$ cat src/rtl/btha_pkg.sv
package btha_pkg;

  localparam logic [31:0] SIZE_MASK  = 32'h3FFF_FFFF;
  localparam logic [31:0] ALLOC_BIT  = 32'h4000_0000;
  localparam logic [31:0] SPLIT_MIN  = 32'd4;
  localparam logic [31:0] INIT_CHUNK = 32'(1 << 10);
  localparam logic [16:0] GROW_RESET = 17'(1 << 10);
  localparam logic [16:0] MIN_NEED   = 17'((8 + 8) / 4);

  typedef enum logic [1:0] {
    RES_DONE  = 2'd0,
    RES_NOSPC = 2'd1,
    RES_IGN   = 2'd2
  } res_t;

  typedef enum logic [4:0] {
    S_CLEAR, S_IDLE, S_DECODE, S_FIT_RD, S_FIT_EVAL, S_GROW, S_GROW_W0, S_GROW_W1,
    S_GROW_W2, S_MG0, S_MG1, S_MG2, S_MG3, S_MG4, S_PL0, S_PL1, S_PL2, S_FR0, S_FR1,
    S_SB_H, S_SB_F, S_FINISH
  } st_t;

  typedef enum logic [4:0] {
    OP_CLEAR, OP_IDLE, OP_DECODE, OP_FIT_RD, OP_FIT_EVAL, OP_GROW, OP_GROW_W0,
    OP_GROW_W1, OP_GROW_W2, OP_MG0, OP_MG1, OP_MG2, OP_MG3, OP_MG4, OP_PL0, OP_PL1,
    OP_PL2, OP_FR0, OP_FR1, OP_SB_H, OP_SB_F, OP_FINISH
  } op_t;

  typedef struct packed {
    op_t op;
  } cmd_t;

  typedef struct packed {
    logic clr_done;
    logic is_alloc;
    logic ign;
    logic hdr_past;
    logic fit_fail;
    logic fit_found;
    logic grow_fail;
    logic mg_none;
    logic split;
    logic out_free;
  } sts_t;

endpackage

$ cat src/rtl/btha_ctrl.sv
module btha_ctrl (
  input  logic            clk,
  input  logic            rst_n,
  input  logic            in_tvalid,
  input  btha_pkg::sts_t  sts,
  output btha_pkg::cmd_t  cmd
);
  import btha_pkg::*;

  st_t st_r, st_nxt;
  st_t ret_r, ret_nxt;
  st_t mret_r, mret_nxt;

  always_ff @(posedge clk) begin
    if (!rst_n) begin
      st_r   <= S_CLEAR;
      ret_r  <= S_FINISH;
      mret_r <= S_FINISH;
    end else begin
      st_r   <= st_nxt;
      ret_r  <= ret_nxt;
      mret_r <= mret_nxt;
    end
  end

  always_comb begin
    st_nxt   = st_r;
    ret_nxt  = ret_r;
    mret_nxt = mret_r;
    cmd.op   = OP_IDLE;
    case (st_r)
      S_CLEAR: begin
        cmd.op = OP_CLEAR;
        if (sts.clr_done) st_nxt = S_IDLE;
      end
      S_IDLE: begin
        cmd.op = OP_IDLE;
        if (in_tvalid) st_nxt = S_DECODE;
      end
      S_DECODE: begin
        cmd.op = OP_DECODE;
        if (sts.ign) st_nxt = S_FINISH;
        else if (sts.is_alloc) st_nxt = S_FIT_RD;
        else st_nxt = S_FR0;
      end
      S_FIT_RD: begin
        cmd.op = OP_FIT_RD;
        st_nxt = sts.hdr_past ? S_GROW : S_FIT_EVAL;
      end
      S_FIT_EVAL: begin
        cmd.op = OP_FIT_EVAL;
        if (sts.fit_fail) st_nxt = S_GROW;
        else if (sts.fit_found) st_nxt = S_PL0;
      end
      S_GROW: begin
        cmd.op = OP_GROW;
        st_nxt = sts.grow_fail ? S_FINISH : S_GROW_W0;
      end
      S_GROW_W0: begin
        cmd.op = OP_GROW_W0;
        st_nxt = S_GROW_W1;
      end
      S_GROW_W1: begin
        cmd.op = OP_GROW_W1;
        st_nxt = S_GROW_W2;
      end
      S_GROW_W2: begin
        cmd.op   = OP_GROW_W2;
        mret_nxt = S_PL0;
        st_nxt   = S_MG0;
      end
      S_MG0: begin
        cmd.op = OP_MG0;
        st_nxt = S_MG1;
      end
      S_MG1: begin
        cmd.op = OP_MG1;
        st_nxt = S_MG2;
      end
      S_MG2: begin
        cmd.op = OP_MG2;
        st_nxt = S_MG3;
      end
      S_MG3: begin
        cmd.op = OP_MG3;
        st_nxt = S_MG4;
      end
      S_MG4: begin
        cmd.op = OP_MG4;
        if (sts.mg_none) begin
          st_nxt = mret_r;
        end else begin
          ret_nxt = mret_r;
          st_nxt  = S_SB_H;
        end
      end
      S_PL0: begin
        cmd.op = OP_PL0;
        st_nxt = S_PL1;
      end
      S_PL1: begin
        cmd.op  = OP_PL1;
        ret_nxt = sts.split ? S_PL2 : S_FINISH;
        st_nxt  = S_SB_H;
      end
      S_PL2: begin
        cmd.op  = OP_PL2;
        ret_nxt = S_FINISH;
        st_nxt  = S_SB_H;
      end
      S_FR0: begin
        cmd.op = OP_FR0;
        st_nxt = S_FR1;
      end
      S_FR1: begin
        cmd.op   = OP_FR1;
        ret_nxt  = S_MG0;
        mret_nxt = S_FINISH;
        st_nxt   = S_SB_H;
      end
      S_SB_H: begin
        cmd.op = OP_SB_H;
        st_nxt = S_SB_F;
      end
      S_SB_F: begin
        cmd.op = OP_SB_F;
        st_nxt = ret_r;
      end
      S_FINISH: begin
        cmd.op = OP_FINISH;
        if (sts.out_free) st_nxt = S_IDLE;
      end
      default: begin
        cmd.op = OP_IDLE;
        st_nxt = S_IDLE;
      end
    endcase
  end

endmodule

$ cat config.mk
export PLATFORM = sky130hd
export DESIGN_NAME = btha_ctrl
export DESIGN_NICKNAME = d
export VERILOG_FILES = /design/src/rtl/btha_pkg.sv /design/src/rtl/btha_ctrl.sv
export SDC_FILE = /design/constraint.sdc
export NUM_CORES = 1
export LEC_CHECK = 0
export ABC_AREA = 1
export BUFFER_PORTS_ARGS = -buffer_cell sky130_fd_sc_hd__buf_2
export CORE_ASPECT_RATIO = 1.4
export CORE_MARGIN = 3
export CORE_UTILIZATION = 54
export CTS_CLUSTER_SIZE = 40
export DETAILED_ROUTE_END_ITERATION = 8
export PLACE_DENSITY = 0.88
export SYNTH_ARGS = -nofsm -noshare
export SYNTH_HDL_FRONTEND = slang
export SYNTH_SLANG_ARGS = --single-unit
$ cat constraint.sdc
create_clock -name clk -period 1.61 [get_ports clk]
set_input_delay 0.0805 -clock clk [delete_from_list [all_inputs] [get_ports clk]]
set_output_delay 0.0805 -clock clk [all_outputs]
set_load 0.005 [all_outputs]
* Word-level counts from Yosys, hierarchy flattened
Cells that the tools add are included.
Word-level totals: register bits after elaboration 15, input port bits 13, output and inout bits 5
Cells by class: mux-type cells 16, equality and inequality tests 26, reduce and logical (&&, ||, !) cells 6
Operators by type and width (count):
- 5-bit case mux with 21 select lines | 1
- 5-bit case mux with 20 select lines | 1
- 5-bit 2-to-1 mux | 10
- 5-bit by 4-bit == test with 1-bit output, second input constant | 8
- 5-bit == test, second input constant | 6
- 5-bit by 3-bit == test with 1-bit output, second input constant | 4
- 5-bit case mux with 4 select lines | 1
- 5-bit by 2-bit == test with 1-bit output, second input constant | 2
- 5-bit case mux with 2 select lines | 1
- 2-bit inequality test, second input constant | 4
- 5-bit by 1-bit == test with 1-bit output, second input constant | 1
- 5-bit logical NOT | 1
- 4-bit AND reduction | 1
- 4-bit nonzero test | 1
- 3-bit 2-to-1 mux | 1
- 3-bit inequality test, second input constant | 1
- 3-bit OR reduction | 1
- 2-bit AND reduction | 1
- 2-bit nonzero test | 1
- 1-bit 2-to-1 mux | 1

* Longest topological paths before layout
Gate-level depths: netlist (run 1).
depth in word-level cells 3, gate-level depth with buffers 10, gate-level depth less buffers 10

* Worst setup path before layout (run 1)
Ideal clock, no wire load.
path type reg-to-reg, from reg st_r[3], to reg ret_r[2], data arrival time 1.259 ns, slack 0.235 ns, required time 1.494 ns, stages on the path, launching flop included 10, cells stage by stage dfxtp_1 > inv_2 > nor2_4 > nand2_1 > nor2_2 > nand2_1 > o21ai_2 > nand2_1 > o21ai_1 > nand2_1
Between the ends: longest elaborated chain between the ends 3, elaborated cells on any way between the ends 8, those cells by class 5 x eq/ne; 1 x mux; 2 x reduce/logical
RTL lines:
- from (decl) | line btha_ctrl.sv:10 | st_t st_r, st_nxt;
- from (signal assigned) | line btha_ctrl.sv:20 | st_r <= st_nxt;
- 5-bit by 4-bit == test with 1-bit output / 5-bit == test (equally long branches) | line btha_ctrl.sv:31 | case (st_r)
- 4-bit nonzero test (no source line) / 2-bit inequality test (equally long branches)
- 2-bit AND reduction (no source line)
- to (signal assigned) | line btha_ctrl.sv:21 | ret_r <= ret_nxt;
- to (decl) | line btha_ctrl.sv:11 | st_t ret_r, ret_nxt;
Several ways; a longest one is shown, not always the timed one. A chain may end at the register's enable or synchronous reset.

* Final worst setup path (run 1)
from reg st_r[4], to reg st_r[1]
Between the ends: longest elaborated chain between the ends 3, elaborated cells on any way between the ends 29, those cells by class 25 x eq/ne; 1 x mux; 3 x reduce/logical
RTL lines (line):
- 5-bit == test, or another cell as far along | btha_ctrl.sv:31
- 3-bit OR reduction (no source line), or another cell as far along
- 5-bit case mux with 20 select lines / 4-bit AND reduction (equally long branches)
Several ways; a longest one is shown, not always the timed one.

==> results of run 1 <==
[report_power, final]
part	internal (mW)	switching [mW]	leakage, nW
logic	0.421	0.664	0.663
clock network	0.138	0.113	0.0210
registers	0.369	0.0870	0.101
[worst max-delay path, stage by stage, from the launching register on]
cell and delay (ps):
dfxtp_4 390, buf_6 140, nor2_4 160, nand2_2 100, nor2_4 180, o21ai_0 110, nand2_1 70, nor2_1 50
nand2_1 60, nand2_1 70, nor2_1 150
[cell usage after synthesis (all sizes together)]
| master | number | area, sq um |
|---|---|---|
| a211oi | 1 | 7.51 |
| a21oi | 11 | 55.1 |
| buf | 1 | 7.51 |
| dfxtp | 12 | 240 |
| inv | 27 | 101 |
| nand2 | 60 | 228 |
| nand3 | 24 | 125 |
| nand4 | 1 | 6.26 |
| nor2 | 38 | 160 |
| nor3 | 2 | 10.0 |
| nor4 | 1 | 6.26 |
| o21ai | 11 | 58.8 |
| o22ai | 3 | 18.8 |
[registers in the layout (all words and copies together), names as in the netlist]
register  cells
st_r          5
ret_r         5
mret_r        2
[kinds of logic after synthesis]
family                 Yosys count  synth area share
AOI/OAI and AO/OA               26             0.137
and+or+nand+nor                126             0.523
DFF                             12             0.234
buffers and inverters           28             0.106
[layout make-up]
type,instances,area [sq um],share of cell area
multi-input combinational,152,785,0.557
timing repair buffer,31,194,0.138
inverter,27,114,0.0809
tap,20,25.0,0.0178
clock buffer,4,36.3,0.0258
sequential,12,254,0.180
[worst paths after layout]
kind	start	endpoint	slack [ps]	cells after the start
setup / recovery	st_r[4]	st_r[1]	20	10
hold reg to reg	ret_r[4]	ret_r[4]	470	2
hold / removal	rst_n	ret_r[2]	50	2
setup reg to reg	st_r[4]	st_r[1]	20	10
[metrics by stage]
stage               utilization  instance area, sq um
finish                    0.791                  1410
global route              0.791                  1410
CTS                       0.706                  1260
detailed placement        0.663                  1180
global placement          0.663                  1180
floorplan                     -                  1020
[layer usage]
layer | routed length (um) | vias to the layer above | global-route usage
li1 | - | 690 | -
met2 | 1870 | 64 | 0.506
met1 | 1340 | 642 | 0.302
met5 | 0 | - | 0
met3 | 185 | 24 | 0.0379
met4 | 221 | 0 | 0.156
[what timing repair did]
item / 4_1_cts / 5_1_grt
gates cloned: 0 / 0
endpoints found under the setup margin: 6 / 10
hold endpoints to repair: 0 / 0
resized for setup: 13 / 36
setup buffers: 0 / 7
pin swaps: 1 / 14
==> metrics, run 1 <==
CP Max Fanout 6; Max VDD drop 1.00 mV; Global Route Usage Sum 0.280; Rel. slew slack 0.807; final setup fails 0; first-iteration detailed-routing DRC count 56; HP Class input pin to flop; max frequency 631 MHz; DIE AREA 2460 sq um; CTS Buf Count 3; crit path launch type flop; Fin Setup TNS 0 ps; CP endpoint kind flop; fin crit share 0.985; Final Power 1.79 mW; largest net degree at the start of global routing 8; Antenna Violating Nets Remaining 0; Syn Area/Cell 5.34 sq um; clock root buffer master clkbuf_4; vias per cell 5.77; Leakage Power 0.784 nW; htree depth 1; Post-route DRC 0; vias in the first global route 1249; Synthesized Nets 205; Layout Area Growth over Synthesis 37.4%; Antenna diodes 0; Remaining Overflow, GRT 0; leading cell type in the layout, fill and taps excluded nand2_1; clk buf depth 2; most frequent cells in the layout nand2_1, nor2_1, nand3_1; Hold Slack 49.4 ps; vias 1420; Core Area 1780 sq um; Port Buffers 17; Post-CTS Hold Fix Bufs 0; wire length per cell 14.7 um; max cap viols 0; FILL cells 127; dpl cells 235; Post-Syn Instances 192; drt pass-1 iters 4; initial antenna violation count 0; final setup margin 24.0 ps; Post-DP HPWL 2.56 mm; WS Path Type flop to flop; Seq/Total Area, Yosys 0.234; CP required 1800 ps; post-place setup slack -38.7 ps; min Tclk post-route 1590 ps; Mapped Area 1020 sq um; Starting Density 0.576; Worst-path clk slew 90 ps; Final Hold Fails 0; clock tree from TritonCTS done; RSZ-0062 raised after global routing yes; Routability Congestion 1.02; Die Y 57.5 um; synth warn 0; width of the chip 42.8 um; Clock Skews 17.4 ps; worst-skew pair later-pin latency 290 ps; Clock Sinks 12; share of layout cells above drive strength 1 0.323; critical path arrival 1780 ps; fin. max-slew vios 0; nets 240; synth unique cells 20; FP Rows 18; Top Ports 18; fin cells 246; wirelength, routed 3.62 mm; run status finished clean; Worst-Margin Slew 289 ps; global-route wire length before repair 5.33 mm; Power Density 1270 nW/um^2; Synth Register Bits 12
No activity file was read; power rests on OpenSTA's default activity.
==> run 2, diff against run 1 <==
--- a/constraint.sdc
+++ b/constraint.sdc
@@ -3,2 +3,2 @@
 set_output_delay 0.0805 -clock clk [all_outputs]
-set_load 0.005 [all_outputs]
+set_load 0.05 [all_outputs]
==> run 2 against run 1 <==
Design area grew 3.0%. Clock skew is 15 ps lower. Via count is 3.1% higher. Routed wire length grew 1.3%. Flip-flop and latch count unchanged. Register-to-register slack improved by 30 ps. Largest cell class unchanged. Cell count grew 2.0%. Fmax shrank 0.71%. Sequential share of layout area fell by 0.36 points. Total power up 10%. Clock power down 6%.
==> metrics, run 2 (synthesized netlist as in run 1, its figures left out) <==
run status finished clean; nets 245 (+2.1%); Routability Congestion 1.03 (+1.2%); CTS Buf Count 3 (unchanged); post-place setup slack -54.8 ps (-16.1 ps); RSZ-0062 raised after global routing yes; vias in the first global route 1298 (+3.9%); WS Path Type flop to output port; vias 1464 (+3.1%); biggest regs ret_r: 5 flops, st_r: 5 flops, mret_r: 2 flops; largest net degree at the start of global routing 8 (unchanged); clock tree from TritonCTS done; CP required 1530 ps (-270 ps); Global Route Usage Sum 0.291 (+0.0113); Port Buffers 17 (unchanged); Antenna diodes 0 (unchanged); Rel. slew slack 0.778 (-0.0289); Post-DP HPWL 2.62 mm (+2.1%); htree depth 1 (unchanged); most frequent cells in the layout nand2_1, nor2_1, inv_1; Clock Sinks 12 (unchanged); Worst-path clk slew 70 ps (-20 ps); global-route wire length before repair 5.49 mm (+2.9%); Post-CTS Hold Fix Bufs 0 (unchanged); final setup fails 0 (unchanged); HP Class input pin to flop; Post-route DRC 0 (unchanged); Core Area 1780 sq um (unchanged); initial antenna violation count 0 (unchanged); clock root buffer master clkbuf_4; Final Hold Fails 0 (unchanged); Worst-Margin Slew 332 ps (+43.1 ps); CP cell instances inv_2 > nand2_2 > nor2_4 > inv_1 > o21ai_2 > a21oi_2 > nand3_2 > buf_6; Hold Slack 44.1 ps (-5.23 ps); Clock Skews 2.83 ps (-14.5 ps); Remaining Overflow, GRT 0 (unchanged); FP Rows 18 (unchanged); Power Density 1360 nW/um^2 (+6.8%); min Tclk post-route 1600 ps (+11.4 ps); fin. max-slew vios 0 (unchanged); first-iteration detailed-routing DRC count 73 (+30%); Starting Density 0.576 (unchanged); max frequency 626 MHz (-0.71%); wire length per cell 14.6 um (-0.69%); wirelength, routed 3.67 mm (+1.3%); CP endpoint kind output port; vias per cell 5.83 (+1.0%); leading cell type in the layout, fill and taps excluded nand2_1; worst-skew pair later-pin latency 270 ps (-20 ps); FILL cells 132 (+3.9%); Max VDD drop 0.910 mV (-9.0%); share of layout cells above drive strength 1 0.342 (+0.0190); Final Power 1.97 mW (+10%); Critical-path top delay cell dfxtp_4; max cap viols 0 (unchanged); Top Ports 18 (unchanged); fin crit share 0.992 (+0.00707); Util after Layout 0.815 (+0.0239); width of the chip 42.8 um (unchanged); final setup margin 12.6 ps (-11.4 ps); critical path arrival 1520 ps (-260 ps); Die Y 57.5 um (unchanged); DIE AREA 2460 sq um (unchanged); CP Max Fanout 6 (unchanged); Layout Area Growth over Synthesis 41.5%; Leakage Power 0.810 nW (+3.3%); clk buf depth 2 (unchanged); Antenna Violating Nets Remaining 0 (unchanged); drt pass-1 iters 4 (unchanged); max incr delay on CP 390 ps (about the same); crit path launch type flop
run 2: changes by cell type in the layout (fill, tap and decap cells not counted), sizes merged:
cell    previous run  this run
buf               31        35
clkbuf             4         5
run 2: layer usage:
layer  GRT usage  routed length (um)  vias to the layer above
met1       0.286                1290                      669
met5           0                   0                        -
met4       0.178                 279                        0
met2       0.560                1930                       71
li1            -                   -                      691
met3      0.0252                 174                       33
run 2: final cells by class:
cell class,count,area [sq um],share of cell area
repair buffers,36,236,0.163
flip-flops and latches,12,256,0.177
well taps,20,25.0,0.0173
inverters,27,104,0.0716
clock buffers,4,36.3,0.0250
multi-input cells,152,792,0.546
run 2: path summary, 6_finish.rpt:
check,cells past startpoint,from,endpoint,slack [ps]
setup / recovery,8,st_r[3],cmd[0],10
hold / removal,2,rst_n,ret_r[2],40
hold reg to reg,2,ret_r[4],ret_r[4],490
setup reg to reg,11,st_r[4],st_r[0],50
run 2: critical path, delay by kind of cell, from the launching register on:
family                 cells  cell delay (ps)
and+or+nand+nor            3              330
DFF                        1              390
AOI/OAI and AO/OA          2              170
buffers and inverters      3              350
run 2: per-stage QoR:
step	TNS (ps)	cell area, sq um	instances
after floorplan	0	1040	192
after global placement	-488	1220	238
after detailed placement	-248	1220	238
after CTS	0	1320	245
after global routing	-246	1450	251
final	0	1450	251
run 2: power breakdown:
group | leakage [nW] | total [mW] | internal [mW] | switching [mW]
Combinational | 0.688 | 1.29 | 0.446 | 0.844
Clock | 0.0210 | 0.237 | 0.138 | 0.0993
Sequential | 0.101 | 0.446 | 0.372 | 0.0737
run 2: what timing repair did:
item,CTS,global route
resized for setup,16,27
pin swaps,3,5
endpoints found under the hold margin,0,0
buffers inserted,3,6
setup endpoints to repair,9,11
